===== src/rtl/core/bsr_pkg.sv =====
// Shared types and constants for the bilinear RGBA32 scaler.
// No dependencies; every other file in rtl/core refers to it by scoped names.
package bsr_pkg;

	localparam int PIX_W    = 32;   // four 8-bit channels
	localparam int CHAN_W   = 8;
	localparam int NUM_CHAN = 4;
	localparam int CHAN_IDX_W = 2;
	localparam int ACC_W    = 28;   // 12.16 accumulator, wraps at 28 bits
	localparam int INT_LSB  = 16;
	localparam int COORD_W  = 12;   // reported source column/row
	localparam int FRAC_W   = 4;    // weight bits taken from the fraction
	localparam int FRAC_LSB = 12;
	localparam int WGT_W    = 9;    // weights run 0..256
	localparam int DIM_W    = 13;   // size registers
	localparam int SUM_W    = 16;   // weighted sum of one channel, max 255*256

	localparam logic [ACC_W-1:0] ONE_ROW = ACC_W'(32'h10000);
	localparam logic [FRAC_W:0]  WGT_ONE = 5'd16;

	// APB
	localparam int APB_DATA_W = 32;
	localparam int APB_ADDR_W = 5;
	localparam int REG_IDX_W  = 3;

	localparam logic [REG_IDX_W-1:0] REG_HSTEP  = 3'd0;
	localparam logic [REG_IDX_W-1:0] REG_VSTEP  = 3'd1;
	localparam logic [REG_IDX_W-1:0] REG_DWIDTH = 3'd2;
	localparam logic [REG_IDX_W-1:0] REG_DHEIGHT = 3'd3;
	localparam logic [REG_IDX_W-1:0] REG_SHEIGHT = 3'd4;

	typedef struct packed {
		logic [ACC_W-1:0] horizontal_step;
		logic [ACC_W-1:0] vertical_step;
		logic [DIM_W-1:0] dest_width;
		logic [DIM_W-1:0] dest_height;
		logic [DIM_W-1:0] source_height;
	} cfg_t;

	// controller -> datapath
	typedef struct packed {
		logic                  load;   // capture request, advance coordinates
		logic                  mac;    // interpolate one channel
		logic [CHAN_IDX_W-1:0] chan;
		logic                  emit;   // move finished pixel to output register
	} dp_cmd_t;

	// datapath -> controller
	typedef struct packed {
		logic out_free;  // output register empty or draining this cycle
	} dp_stat_t;

endpackage


===== src/rtl/core/bsr_if.sv =====
// Request and result channel interfaces of the bilinear RGBA32 scaler.
// Depends on bsr_pkg for field widths.
interface bsr_in_if;
	logic                       valid;
	logic                       ready;
	logic [bsr_pkg::PIX_W-1:0]  upper_left;
	logic [bsr_pkg::PIX_W-1:0]  upper_right;
	logic [bsr_pkg::PIX_W-1:0]  lower_left;
	logic [bsr_pkg::PIX_W-1:0]  lower_right;

	modport source (output valid, upper_left, upper_right, lower_left, lower_right,
		input ready);
	modport sink (input valid, upper_left, upper_right, lower_left, lower_right,
		output ready);
endinterface

interface bsr_out_if;
	logic                         valid;
	logic                         ready;
	logic [bsr_pkg::PIX_W-1:0]    pixel;
	logic [bsr_pkg::COORD_W-1:0]  next_src_x;
	logic [bsr_pkg::COORD_W-1:0]  next_src_y;
	logic                         end_of_row;
	logic                         end_of_frame;

	modport source (output valid, pixel, next_src_x, next_src_y, end_of_row,
		end_of_frame, input ready);
	modport sink (input valid, pixel, next_src_x, next_src_y, end_of_row,
		end_of_frame, output ready);
endinterface


===== src/rtl/core/bsr_cfg.sv =====
// APB register file of the scaler: steps and frame sizes.
// Depends on bsr_pkg.
module bsr_cfg (
	input  logic                              clk,
	input  logic                              arst_n,
	input  logic                              psel,
	input  logic                              penable,
	input  logic                              pwrite,
	input  logic [bsr_pkg::APB_ADDR_W-1:0]    paddr,
	input  logic [bsr_pkg::APB_DATA_W-1:0]    pwdata,
	output logic [bsr_pkg::APB_DATA_W-1:0]    prdata,
	output logic                              pready,
	output bsr_pkg::cfg_t                     cfg
);

	bsr_pkg::cfg_t                    cfg_q;
	logic [bsr_pkg::REG_IDX_W-1:0]    idx;
	logic                             wr_en;

	assign idx    = paddr[bsr_pkg::APB_ADDR_W-1:2];
	assign pready = 1'b1;
	assign wr_en  = psel && penable && pwrite;

	always_ff @(posedge clk or negedge arst_n) begin
		if (!arst_n) begin
			cfg_q.horizontal_step <= '0;
			cfg_q.vertical_step   <= '0;
			cfg_q.dest_width      <= bsr_pkg::DIM_W'(1);
			cfg_q.dest_height     <= bsr_pkg::DIM_W'(1);
			cfg_q.source_height   <= bsr_pkg::DIM_W'(2);
		end else if (wr_en) begin
			case (idx)
				bsr_pkg::REG_HSTEP:   cfg_q.horizontal_step <= pwdata[bsr_pkg::ACC_W-1:0];
				bsr_pkg::REG_VSTEP:   cfg_q.vertical_step   <= pwdata[bsr_pkg::ACC_W-1:0];
				bsr_pkg::REG_DWIDTH:  cfg_q.dest_width      <= pwdata[bsr_pkg::DIM_W-1:0];
				bsr_pkg::REG_DHEIGHT: cfg_q.dest_height     <= pwdata[bsr_pkg::DIM_W-1:0];
				bsr_pkg::REG_SHEIGHT: cfg_q.source_height   <= pwdata[bsr_pkg::DIM_W-1:0];
				default: ;
			endcase
		end
	end

	always_comb begin
		case (idx)
			bsr_pkg::REG_HSTEP:   prdata = bsr_pkg::APB_DATA_W'(cfg_q.horizontal_step);
			bsr_pkg::REG_VSTEP:   prdata = bsr_pkg::APB_DATA_W'(cfg_q.vertical_step);
			bsr_pkg::REG_DWIDTH:  prdata = bsr_pkg::APB_DATA_W'(cfg_q.dest_width);
			bsr_pkg::REG_DHEIGHT: prdata = bsr_pkg::APB_DATA_W'(cfg_q.dest_height);
			bsr_pkg::REG_SHEIGHT: prdata = bsr_pkg::APB_DATA_W'(cfg_q.source_height);
			default:              prdata = '0;
		endcase
	end

	assign cfg = cfg_q;

endmodule


===== src/rtl/core/bsr_ctrl.sv =====
// Controller of the scaler: takes a request, steps the channel unit
// through four channels, then hands the pixel to the output register. Uses bsr_pkg.
module bsr_ctrl (
	input  logic                clk,
	input  logic                arst_n,
	input  logic                in_valid,
	output logic                in_ready,
	input  bsr_pkg::dp_stat_t   stat,
	output bsr_pkg::dp_cmd_t    cmd
);

	localparam logic [1:0] S_IDLE = 2'd0;
	localparam logic [1:0] S_MAC  = 2'd1;
	localparam logic [1:0] S_EMIT = 2'd2;

	logic [1:0]                        state_q;
	logic [bsr_pkg::CHAN_IDX_W-1:0]    chan_q;
	logic                              last_chan;

	assign last_chan = (chan_q == bsr_pkg::CHAN_IDX_W'(bsr_pkg::NUM_CHAN - 1));
	assign in_ready  = (state_q == S_IDLE);

	always_comb begin
		cmd.load = (state_q == S_IDLE) && in_valid;
		cmd.mac  = (state_q == S_MAC);
		cmd.chan = chan_q;
		cmd.emit = (state_q == S_EMIT) && stat.out_free;
	end

	always_ff @(posedge clk or negedge arst_n) begin
		if (!arst_n) begin
			state_q <= S_IDLE;
			chan_q  <= '0;
		end else begin
			case (state_q)
				S_IDLE: begin
					chan_q <= '0;
					if (in_valid) state_q <= S_MAC;
				end
				S_MAC: begin
					chan_q <= chan_q + 1'b1;
					if (last_chan) state_q <= S_EMIT;
				end
				S_EMIT: begin
					if (stat.out_free) state_q <= S_IDLE;
				end
				default: state_q <= S_IDLE;
			endcase
		end
	end

endmodule


===== src/rtl/core/bsr_dp.sv =====
// Datapath of the scaler: coordinate walk, weights, per-channel
// interpolation unit and the output register. Uses bsr_pkg.
module bsr_dp #(
	parameter int MAX_DIM = 4096
) (
	input  logic                              clk,
	input  logic                              arst_n,
	input  bsr_pkg::cfg_t                     cfg,
	input  bsr_pkg::dp_cmd_t                  cmd,
	output bsr_pkg::dp_stat_t                 stat,
	input  logic [bsr_pkg::PIX_W-1:0]         upper_left,
	input  logic [bsr_pkg::PIX_W-1:0]         upper_right,
	input  logic [bsr_pkg::PIX_W-1:0]         lower_left,
	input  logic [bsr_pkg::PIX_W-1:0]         lower_right,
	output logic                              out_valid,
	input  logic                              out_ready,
	output logic [bsr_pkg::PIX_W-1:0]         pixel,
	output logic [bsr_pkg::COORD_W-1:0]       next_src_x,
	output logic [bsr_pkg::COORD_W-1:0]       next_src_y,
	output logic                              end_of_row,
	output logic                              end_of_frame
);

	localparam int CNT_W = (MAX_DIM > 1) ? $clog2(MAX_DIM) : 1;
	localparam int EW    = (CNT_W + 1 > bsr_pkg::DIM_W) ? CNT_W + 1 : bsr_pkg::DIM_W;
	localparam int ACC_W = bsr_pkg::ACC_W;
	localparam int CW    = bsr_pkg::CHAN_W;

	// walk state
	logic [ACC_W-1:0]  x_acc_q, y_acc_q;
	logic [CNT_W-1:0]  col_q, row_q;

	// captured request
	logic [bsr_pkg::PIX_W-1:0]  ul_q, ur_q, ll_q, lr_q;
	logic [bsr_pkg::WGT_W-1:0]  w_ul_q, w_ur_q, w_ll_q, w_lr_q;
	logic [bsr_pkg::PIX_W-1:0]  pix_q;
	logic [bsr_pkg::COORD_W-1:0] nx_q, ny_q;
	logic                       eor_q, eof_q;

	// output register
	logic                       ovalid_q;
	logic [bsr_pkg::PIX_W-1:0]  opix_q;
	logic [bsr_pkg::COORD_W-1:0] ox_q, oy_q;
	logic                       oeor_q, oeof_q;

	// ---- effective sizes ----
	logic [EW-1:0] dw_ext, dh_ext, eff_w, eff_h;
	logic [EW-1:0] col_inc, row_inc;
	logic          last_col, last_row;

	assign dw_ext = EW'(cfg.dest_width);
	assign dh_ext = EW'(cfg.dest_height);

	always_comb begin
		if (dw_ext == '0)                eff_w = EW'(1);
		else if (dw_ext > EW'(MAX_DIM))  eff_w = EW'(MAX_DIM);
		else                             eff_w = dw_ext;
		if (dh_ext == '0)                eff_h = EW'(1);
		else if (dh_ext > EW'(MAX_DIM))  eff_h = EW'(MAX_DIM);
		else                             eff_h = dh_ext;
	end

	assign col_inc  = EW'(col_q) + EW'(1);
	assign row_inc  = EW'(row_q) + EW'(1);
	assign last_col = (col_inc >= eff_w);
	assign last_row = (row_inc >= eff_h);

	// ---- next coordinates ----
	logic [ACC_W-1:0]         x_nxt, y_step, y_wrap, y_nxt;
	logic [bsr_pkg::DIM_W-1:0] y_limit;

	always_comb begin
		y_limit = (cfg.source_height < bsr_pkg::DIM_W'(2)) ? bsr_pkg::DIM_W'(1)
			: cfg.source_height - bsr_pkg::DIM_W'(1);
		y_step  = y_acc_q + cfg.vertical_step;
		y_wrap  = last_row ? '0 : y_step;
		// bottom clamp, applied once at row start
		if (bsr_pkg::DIM_W'(y_wrap[ACC_W-1:bsr_pkg::INT_LSB]) >= y_limit)
			y_wrap = y_wrap - bsr_pkg::ONE_ROW;
		x_nxt = last_col ? '0 : (x_acc_q + cfg.horizontal_step);
		y_nxt = last_col ? y_wrap : y_acc_q;
	end

	// ---- weights from the top fraction bits ----
	logic [bsr_pkg::FRAC_W-1:0] fu, fv;
	logic [bsr_pkg::FRAC_W:0]   iu, iv;

	assign fu = x_acc_q[bsr_pkg::FRAC_LSB +: bsr_pkg::FRAC_W];
	assign fv = y_acc_q[bsr_pkg::FRAC_LSB +: bsr_pkg::FRAC_W];
	assign iu = bsr_pkg::WGT_ONE - {1'b0, fu};
	assign iv = bsr_pkg::WGT_ONE - {1'b0, fv};

	always_ff @(posedge clk or negedge arst_n) begin
		if (!arst_n) begin
			x_acc_q <= '0;
			y_acc_q <= '0;
			col_q   <= '0;
			row_q   <= '0;
		end else if (cmd.load) begin
			x_acc_q <= x_nxt;
			y_acc_q <= y_nxt;
			col_q   <= last_col ? '0 : col_inc[CNT_W-1:0];
			if (last_col)
				row_q <= last_row ? '0 : row_inc[CNT_W-1:0];
		end
	end

	always_ff @(posedge clk) begin
		if (cmd.load) begin
			ul_q   <= upper_left;
			ur_q   <= upper_right;
			ll_q   <= lower_left;
			lr_q   <= lower_right;
			w_ul_q <= bsr_pkg::WGT_W'(iu * iv);
			w_ur_q <= bsr_pkg::WGT_W'({1'b0, fu} * iv);
			w_ll_q <= bsr_pkg::WGT_W'(iu * {1'b0, fv});
			w_lr_q <= bsr_pkg::WGT_W'(fu * fv);
			nx_q   <= x_nxt[ACC_W-1:bsr_pkg::INT_LSB];
			ny_q   <= y_nxt[ACC_W-1:bsr_pkg::INT_LSB];
			eor_q  <= last_col;
			eof_q  <= last_col && last_row;
		end
	end

	// ---- shared channel unit: one channel per cycle ----
	logic [CW-1:0]              a_ul, a_ur, a_ll, a_lr;
	logic [bsr_pkg::SUM_W+1:0]  chan_sum;

	assign a_ul = ul_q[cmd.chan*CW +: CW];
	assign a_ur = ur_q[cmd.chan*CW +: CW];
	assign a_ll = ll_q[cmd.chan*CW +: CW];
	assign a_lr = lr_q[cmd.chan*CW +: CW];

	assign chan_sum = (bsr_pkg::SUM_W+2)'(a_ul * w_ul_q) + (bsr_pkg::SUM_W+2)'(a_ur * w_ur_q)
		+ (bsr_pkg::SUM_W+2)'(a_ll * w_ll_q) + (bsr_pkg::SUM_W+2)'(a_lr * w_lr_q);

	always_ff @(posedge clk) begin
		if (cmd.mac)
			pix_q[cmd.chan*CW +: CW] <= chan_sum[bsr_pkg::SUM_W-1:CW];
	end

	// ---- output register ----
	assign stat.out_free = !ovalid_q || out_ready;

	always_ff @(posedge clk or negedge arst_n) begin
		if (!arst_n)
			ovalid_q <= 1'b0;
		else if (cmd.emit)
			ovalid_q <= 1'b1;
		else if (out_ready)
			ovalid_q <= 1'b0;
	end

	always_ff @(posedge clk) begin
		if (cmd.emit) begin
			opix_q <= pix_q;
			ox_q   <= nx_q;
			oy_q   <= ny_q;
			oeor_q <= eor_q;
			oeof_q <= eof_q;
		end
	end

	assign out_valid    = ovalid_q;
	assign pixel        = opix_q;
	assign next_src_x   = ox_q;
	assign next_src_y   = oy_q;
	assign end_of_row   = oeor_q;
	assign end_of_frame = oeof_q;

endmodule


===== src/rtl/core/bilinear_scaler_rgba32_unit.sv =====
// Bilinear RGBA32 scaler, top level.
// Needs bsr_pkg, bsr_if, bsr_cfg, bsr_ctrl and bsr_dp.
//
// Usage:
//  - pix_in carries one request: the four source neighbours of the position
//    reported by the previous result (position (0,0) after reset or frame end).
//  - pix_out returns one result per request: the interpolated pixel, the source
//    column/row the next request must bring, and end of row / end of frame flags.
//  - Both channels use valid/ready; a transfer happens when both are high.
//  - APB port holds the steps and sizes; write it only while the block is idle.
// Sequencing:
//  - A request is taken in the idle state, the shared channel unit then works
//    through the four channels (one 8-bit channel each pass), and the handoff
//    state moves the pixel into the output register once that register is free.
//  - A new request is taken only after the four passes through the channel unit
//    and the handoff of the previous pixel; requests are handled one at a time.
//  - If the receiver stalls, the finished pixel waits in the datapath while the
//    controller waits in handoff; no request is taken until the output frees up.
//  - Reset clears the walk (coordinates, column, row), the output valid and
//    the registers to steps 0, sizes 1 x 1, source height 2.
module bilinear_scaler_rgba32_unit #(
	parameter int MAX_DIM = 4096
) (
	input  logic                              clk,
	input  logic                              arst_n,
	input  logic                              psel,
	input  logic                              penable,
	input  logic                              pwrite,
	input  logic [bsr_pkg::APB_ADDR_W-1:0]    paddr,
	input  logic [bsr_pkg::APB_DATA_W-1:0]    pwdata,
	output logic [bsr_pkg::APB_DATA_W-1:0]    prdata,
	output logic                              pready,
	bsr_in_if.sink                            pix_in,
	bsr_out_if.source                         pix_out
);

	bsr_pkg::cfg_t      cfg;
	bsr_pkg::dp_cmd_t   cmd;
	bsr_pkg::dp_stat_t  stat;

	// register file
	bsr_cfg u_cfg (
		.clk     (clk),
		.arst_n  (arst_n),
		.psel    (psel),
		.penable (penable),
		.pwrite  (pwrite),
		.paddr   (paddr),
		.pwdata  (pwdata),
		.prdata  (prdata),
		.pready  (pready),
		.cfg     (cfg)
	);

	// sequencing: idle -> four channel passes -> handoff
	bsr_ctrl u_ctrl (
		.clk      (clk),
		.arst_n   (arst_n),
		.in_valid (pix_in.valid),
		.in_ready (pix_in.ready),
		.stat     (stat),
		.cmd      (cmd)
	);

	// coordinate walk, interpolation and output register
	bsr_dp #(
		.MAX_DIM (MAX_DIM)
	) u_dp (
		.clk          (clk),
		.arst_n       (arst_n),
		.cfg          (cfg),
		.cmd          (cmd),
		.stat         (stat),
		.upper_left   (pix_in.upper_left),
		.upper_right  (pix_in.upper_right),
		.lower_left   (pix_in.lower_left),
		.lower_right  (pix_in.lower_right),
		.out_valid    (pix_out.valid),
		.out_ready    (pix_out.ready),
		.pixel        (pix_out.pixel),
		.next_src_x   (pix_out.next_src_x),
		.next_src_y   (pix_out.next_src_y),
		.end_of_row   (pix_out.end_of_row),
		.end_of_frame (pix_out.end_of_frame)
	);

endmodule


===== src/flat_wrapper.sv =====
// flat-port wrapper written by rule: the top's interface ports become plain ports
module bilinear_scaler_rgba32_unit_flat 
#(
	parameter int MAX_DIM = 4096
)
  (clk, arst_n, psel, penable, pwrite, paddr, pwdata, prdata, pready, pix_in_valid, pix_in_upper_left, pix_in_upper_right, pix_in_lower_left, pix_in_lower_right, pix_in_ready, pix_out_valid, pix_out_pixel, pix_out_next_src_x, pix_out_next_src_y, pix_out_end_of_row, pix_out_end_of_frame, pix_out_ready);
  bsr_in_if pix_in_i ();
  bsr_out_if pix_out_i ();
  input  logic clk;
  input  logic arst_n;
  input  logic psel;
  input  logic penable;
  input  logic pwrite;
  input  logic [bsr_pkg::APB_ADDR_W-1:0] paddr;
  input  logic [bsr_pkg::APB_DATA_W-1:0] pwdata;
  output logic [bsr_pkg::APB_DATA_W-1:0] prdata;
  output logic pready;
  input wire logic [$bits(pix_in_i.valid)-1:0] pix_in_valid;
  input wire logic [$bits(pix_in_i.upper_left)-1:0] pix_in_upper_left;
  input wire logic [$bits(pix_in_i.upper_right)-1:0] pix_in_upper_right;
  input wire logic [$bits(pix_in_i.lower_left)-1:0] pix_in_lower_left;
  input wire logic [$bits(pix_in_i.lower_right)-1:0] pix_in_lower_right;
  output wire logic [$bits(pix_in_i.ready)-1:0] pix_in_ready;
  output wire logic [$bits(pix_out_i.valid)-1:0] pix_out_valid;
  output wire logic [$bits(pix_out_i.pixel)-1:0] pix_out_pixel;
  output wire logic [$bits(pix_out_i.next_src_x)-1:0] pix_out_next_src_x;
  output wire logic [$bits(pix_out_i.next_src_y)-1:0] pix_out_next_src_y;
  output wire logic [$bits(pix_out_i.end_of_row)-1:0] pix_out_end_of_row;
  output wire logic [$bits(pix_out_i.end_of_frame)-1:0] pix_out_end_of_frame;
  input wire logic [$bits(pix_out_i.ready)-1:0] pix_out_ready;
  assign pix_in_i.valid = pix_in_valid;
  assign pix_in_i.upper_left = pix_in_upper_left;
  assign pix_in_i.upper_right = pix_in_upper_right;
  assign pix_in_i.lower_left = pix_in_lower_left;
  assign pix_in_i.lower_right = pix_in_lower_right;
  assign pix_in_ready = pix_in_i.ready;
  assign pix_out_valid = pix_out_i.valid;
  assign pix_out_pixel = pix_out_i.pixel;
  assign pix_out_next_src_x = pix_out_i.next_src_x;
  assign pix_out_next_src_y = pix_out_i.next_src_y;
  assign pix_out_end_of_row = pix_out_i.end_of_row;
  assign pix_out_end_of_frame = pix_out_i.end_of_frame;
  assign pix_out_i.ready = pix_out_ready;
  bilinear_scaler_rgba32_unit #(.MAX_DIM(MAX_DIM)) u_core (.clk(clk), .arst_n(arst_n), .psel(psel), .penable(penable), .pwrite(pwrite), .paddr(paddr), .pwdata(pwdata), .prdata(prdata), .pready(pready), .pix_in(pix_in_i), .pix_out(pix_out_i));
endmodule

===== config.mk =====
export PLATFORM = sky130hd
export DESIGN_NAME = bilinear_scaler_rgba32_unit_flat
export DESIGN_NICKNAME = d
export VERILOG_FILES = /design/src/rtl/core/bsr_pkg.sv /design/src/rtl/core/bsr_if.sv /design/src/rtl/core/bsr_cfg.sv /design/src/rtl/core/bsr_ctrl.sv /design/src/rtl/core/bsr_dp.sv /design/src/rtl/core/bilinear_scaler_rgba32_unit.sv /design/src/flat_wrapper.sv
export SDC_FILE = /design/constraint.sdc
export NUM_CORES = 2
export LEC_CHECK = 0
export BUFFER_PORTS_ARGS = -buffer_cell sky130_fd_sc_hd__buf_2
export CAP_MARGIN = 20
export CORE_ASPECT_RATIO = 0.75
export CORE_UTILIZATION = 40
export DETAILED_ROUTE_END_ITERATION = 7
export PLACE_DENSITY = 0.6
export RECOVER_POWER = 100
export SLEW_MARGIN = 20
export SYNTH_ARGS = -nofsm -noshare
export SYNTH_HDL_FRONTEND = slang
export SYNTH_HIERARCHICAL = 1
export SYNTH_SLANG_ARGS = --single-unit

===== constraint.sdc =====
create_clock -name clk -period 10.2 [get_ports clk]
set_input_delay 2.55 -clock clk [delete_from_list [all_inputs] [get_ports clk]]
set_output_delay 2.55 -clock clk [all_outputs]
set_load 0.05 [all_outputs]

==> metrics.md <==
| Metric | Value |
|---|---|
| Crit Path Class | in2out |
| Routing usage on met3 | 3.55% |
| Global Route met1 Usage | 30.3% |
| Number of antenna violations at the first check in global routing | 5 |
| CP startpoint kind | input pin |
| Adder-Cell Fraction of Synth Area | around 26% |
| WL final | 82.1 mm |
| Syn Inst Count | 2919 |
| Crit-path max FO | 35 |
| CTS hold repair buffers | 0 |
| Clock H-tree levels | 2 |
| Avg Inst Size Synth | 11.4 um^2 |
| I/O pin total | 265 |
| Failing checks | capacitance limit, slew limit |
| Gr busiest metal | met1 |
| Initial Util | approximately two fifths |
| RSZ-0062 raised after global routing | false |
| First-pass GRT wire length | approximately 130 mm |
| Layout cells sized above 1 | 13.1% |
| Top FF cell, synth | edfxtp_1 |
| Site Rows | roughly 90 |
| Die area | roughly 84000 um^2 |
| Vias in the first global route | 21900 |
| Root Buffer | clkbuf_16 |
| Core area | around 80000 um^2 |
| Final clock skew | between 30 and 40 ps |
| Post-CTS Resized | 0 |
| Dpl hpwl | around 63 mm |
| Area of placed instances | between 30000 and 40000 um^2 |
| Period utilization | roughly nine tenths |
| Setup tns final | 0 ps |
| Sequential share of the synthesized area | 38.6% |
| Yosys reg bits | around 460 |
| Vias/cell | between 5 and 6 |
| Die Y-Extent | about 250 um |
| Maximum operating frequency | about 0.11 GHz |
| Post-route minimum period | ~9100 ps |
| Largest family of logic cells by synthesized area | adder cells |
| Initial DRC Count | between 1000 and 1500 |
| WP data required | approximately 7700 ps |
| CTS tree | yes |
| Critical path arrival | 6550 ps |
| Mapped cell area | ~33000 um^2 |
| Post-synthesis mux area share | 7.72% |
| Unique masters post-synth | a little over 90 |
| Ant. Diodes | 0 |
| Worst Setup End Kind | output port |
| Status | complete, but fails checks |
| IO Port Bufs | 253 |
| Via count | ~22000 |
| Clk_lat worst skew | roughly 630 ps |
| Max-cap violations | 16 |
| Clk buf depth | 3 |
| Sink Count | 456 |
| Die W | 334 um |
| FF+latch area | between 10000 and 15000 um^2 |
| Simple-Gate Fraction of Synth Area | 12.0% |
| Async SR Flop Fraction | slightly below 40% |
| Hold Fails Final Rpt | 0 |
| CTS Buf Count | 51 |
| Area of the multi-input gates | ~18000 um^2 |
| Yosys warns | 6 |
| Worst-path clk slew | about 60 ps |
| Residual DRC | 0 |
| Worst-Margin Slew | 4110 ps |
| Worst hold path class | reg2reg |
| Met2 GRT Util | around 29% |
| Area fraction in compound gates after synthesis | 6.68% |
| Global route total overflow | 0 |
| Area Overhead vs Synth | 11.8% |
| Post-route cell area | between 30000 and 40000 um^2 |
| Wirelength per Cell | around 19 um |
| Worst rel slew slack | -174% |
| Final ANT Viol Nets | 0 |
| Number of synthesized flops with an enable pin | around 280 |
| Fin. max-slew vios | about 690 |
| Initial DRT Pass Iterations | 5 |
| Total track usage | about a fifth |
| Post-CTS Setup Inserts | 0 |
| Filler Cell Count | about 7800 |
| Final nets | 3868 |
| Setup violators final | 0 |
| GPL Wtd Cong | approximately 0.87 |
| Post-Synth XOR/XNOR Area | ~3.4% |
| Pin count of the biggest net entering global routing | between 70 and 80 |
| Finished Core Util | between 40% and 50% |
## metrics by stage
step           std cells  setup slack (ps)  hold WS (ps)
4_1_cts             4325              1460           405
3_3_place_gp        4229              1520           402
6_report            4325              1100           416
5_1_grt             4325               650           415
2_1_floorplan       2922              1710           400
3_5_place_dp        4229              1460           405
## layout make-up
class                   instances  area share (%)
multi-input cells            1980            49.5
flip-flops and latches        456            34.5
inverters                     403            4.08
clock buffers                  69            3.88
well taps                    1116            3.77
repair buffers                274            3.41
clock inverters                27           0.810
## Yosys cell counts, types with 6 or more instances
cell type  instances  area share (%)
o22ai_1            8            0.15
o31ai_1           16            0.36
mux2i_1           23            0.69
o21ai_0           85             1.3
edfxtp_1         276              25
a32oi_1           12            0.32
mux2_4            20            0.91
nor3_1            24            0.36
fa_1             257              16
a211oi_1           7            0.16
a21oi_1           79             1.2
buf_4              8            0.18
a21o_1            29            0.66
a21boi_0           7            0.16
clkbuf_1          53            0.60
nor4_1            12            0.23
a31oi_1            7            0.13
nand2_1          256             2.9
xnor2_1           90             2.4
buf_1             10            0.11
nor2_1           139             1.6
or3_1              9            0.17
o21a_1            11            0.25
a22oi_1           13            0.29
dfrtp_1          177              13
and3_1            15            0.28
nand3_1           48            0.72
and4_1             6            0.16
nand4_1            9            0.17
mux4_2            32             2.2
mux2_2           115             3.9
xor2_1            39             1.0
nand2b_1          19            0.36
buf_2              9            0.14
o21ai_1            7            0.11
inv_1            403             4.6
and2_1           202             3.8
o21bai_1          13            0.29
nor2b_1           11            0.21
ha_1             273              10
## kinds of logic (layout without fill, tap and decap cells)
family,after synthesis,count (layout)
adder cells (fa/ha/maj),530,530
flip-flops,456,456
AND/OR/NAND/NOR,785,785
AO/OA/AOI/OAI,340,340
other,2,5
buffers and inverters,486,773
multiplexers,191,191
XOR/XNOR,129,129
## metal layers
layer  routed length (um)  share of wire [%]
met5                   12              0.015
met4                 1360                1.7
met3                 4940                6.0
met2                35000                 43
met1                40800                 50
## registers in the layout, indices dropped and copies added (netlist names), 28 cells and up
| name | count |
|---|---|
| u_core/u_dp/lr_q | 32 |
| u_core/u_dp/ul_q | 32 |
| u_core/u_cfg/cfg | 95 |
| u_core/u_dp/ll_q | 32 |
| u_core/u_dp/pix_q | 32 |
| u_core/u_dp/x_acc_q | 28 |
| u_core/u_dp/ur_q | 32 |
| u_core/u_dp/pixel | 32 |
| u_core/u_dp/y_acc_q | 28 |
## worst max-delay path, stage by stage
cell	delay, ps
buf_2	70
clkbuf_1	1860
inv_1	930
a32oi_1	590
o21ai_0	190
clkbuf_1	330
## worst paths after layout
check	from	end	slack, ps	cells after the start
max	paddr[2]	prdata[4]	1100	6
min	u_core/u_dp/pix_q[0]	u_core/u_dp/pixel[0]	420	0
max reg2reg	u_core/u_ctrl/chan_q[1]	u_core/u_dp/pix_q[15]	1210	27
min reg2reg	u_core/u_dp/pix_q[0]	u_core/u_dp/pixel[0]	420	0
max in group asynchronous	arst_n	u_core/u_cfg/cfg[90]	2770	2
min in group asynchronous	arst_n	u_core/u_dp/y_acc_q[0]	3350	1
## cell usage in the layout (no fill, tap or decap), types with 9 or more instances in the layout
master and n:
inv_1 402, edfxtp_1 276, ha_1 273, fa_1 257, nand2_1 256, and2_1 189, dfrtp_1 176, buf_2 159
nor2_1 139, clkbuf_1 120, mux2_2 114, xnor2_1 90, o21ai_0 86, a21oi_1 79, clkbuf_16 53, nand3_1 48
xor2_1 39, mux4_2 32, a21o_1 29, nor3_1 26, mux2i_1 23, mux2_1 20, nand2b_1 19, o31ai_1 16
and3_1 15, a22oi_1 13, and2_0 13, nor4_1 13, o21bai_1 13, a32oi_1 12, nor2b_1 11, o21a_1 11
clkinv_2 9, or3_1 9, nand4_1 9
Power is left out: the tool's default activity adds up to more than one toggle a clock period on the data nets, which glitch-free logic cannot reach.
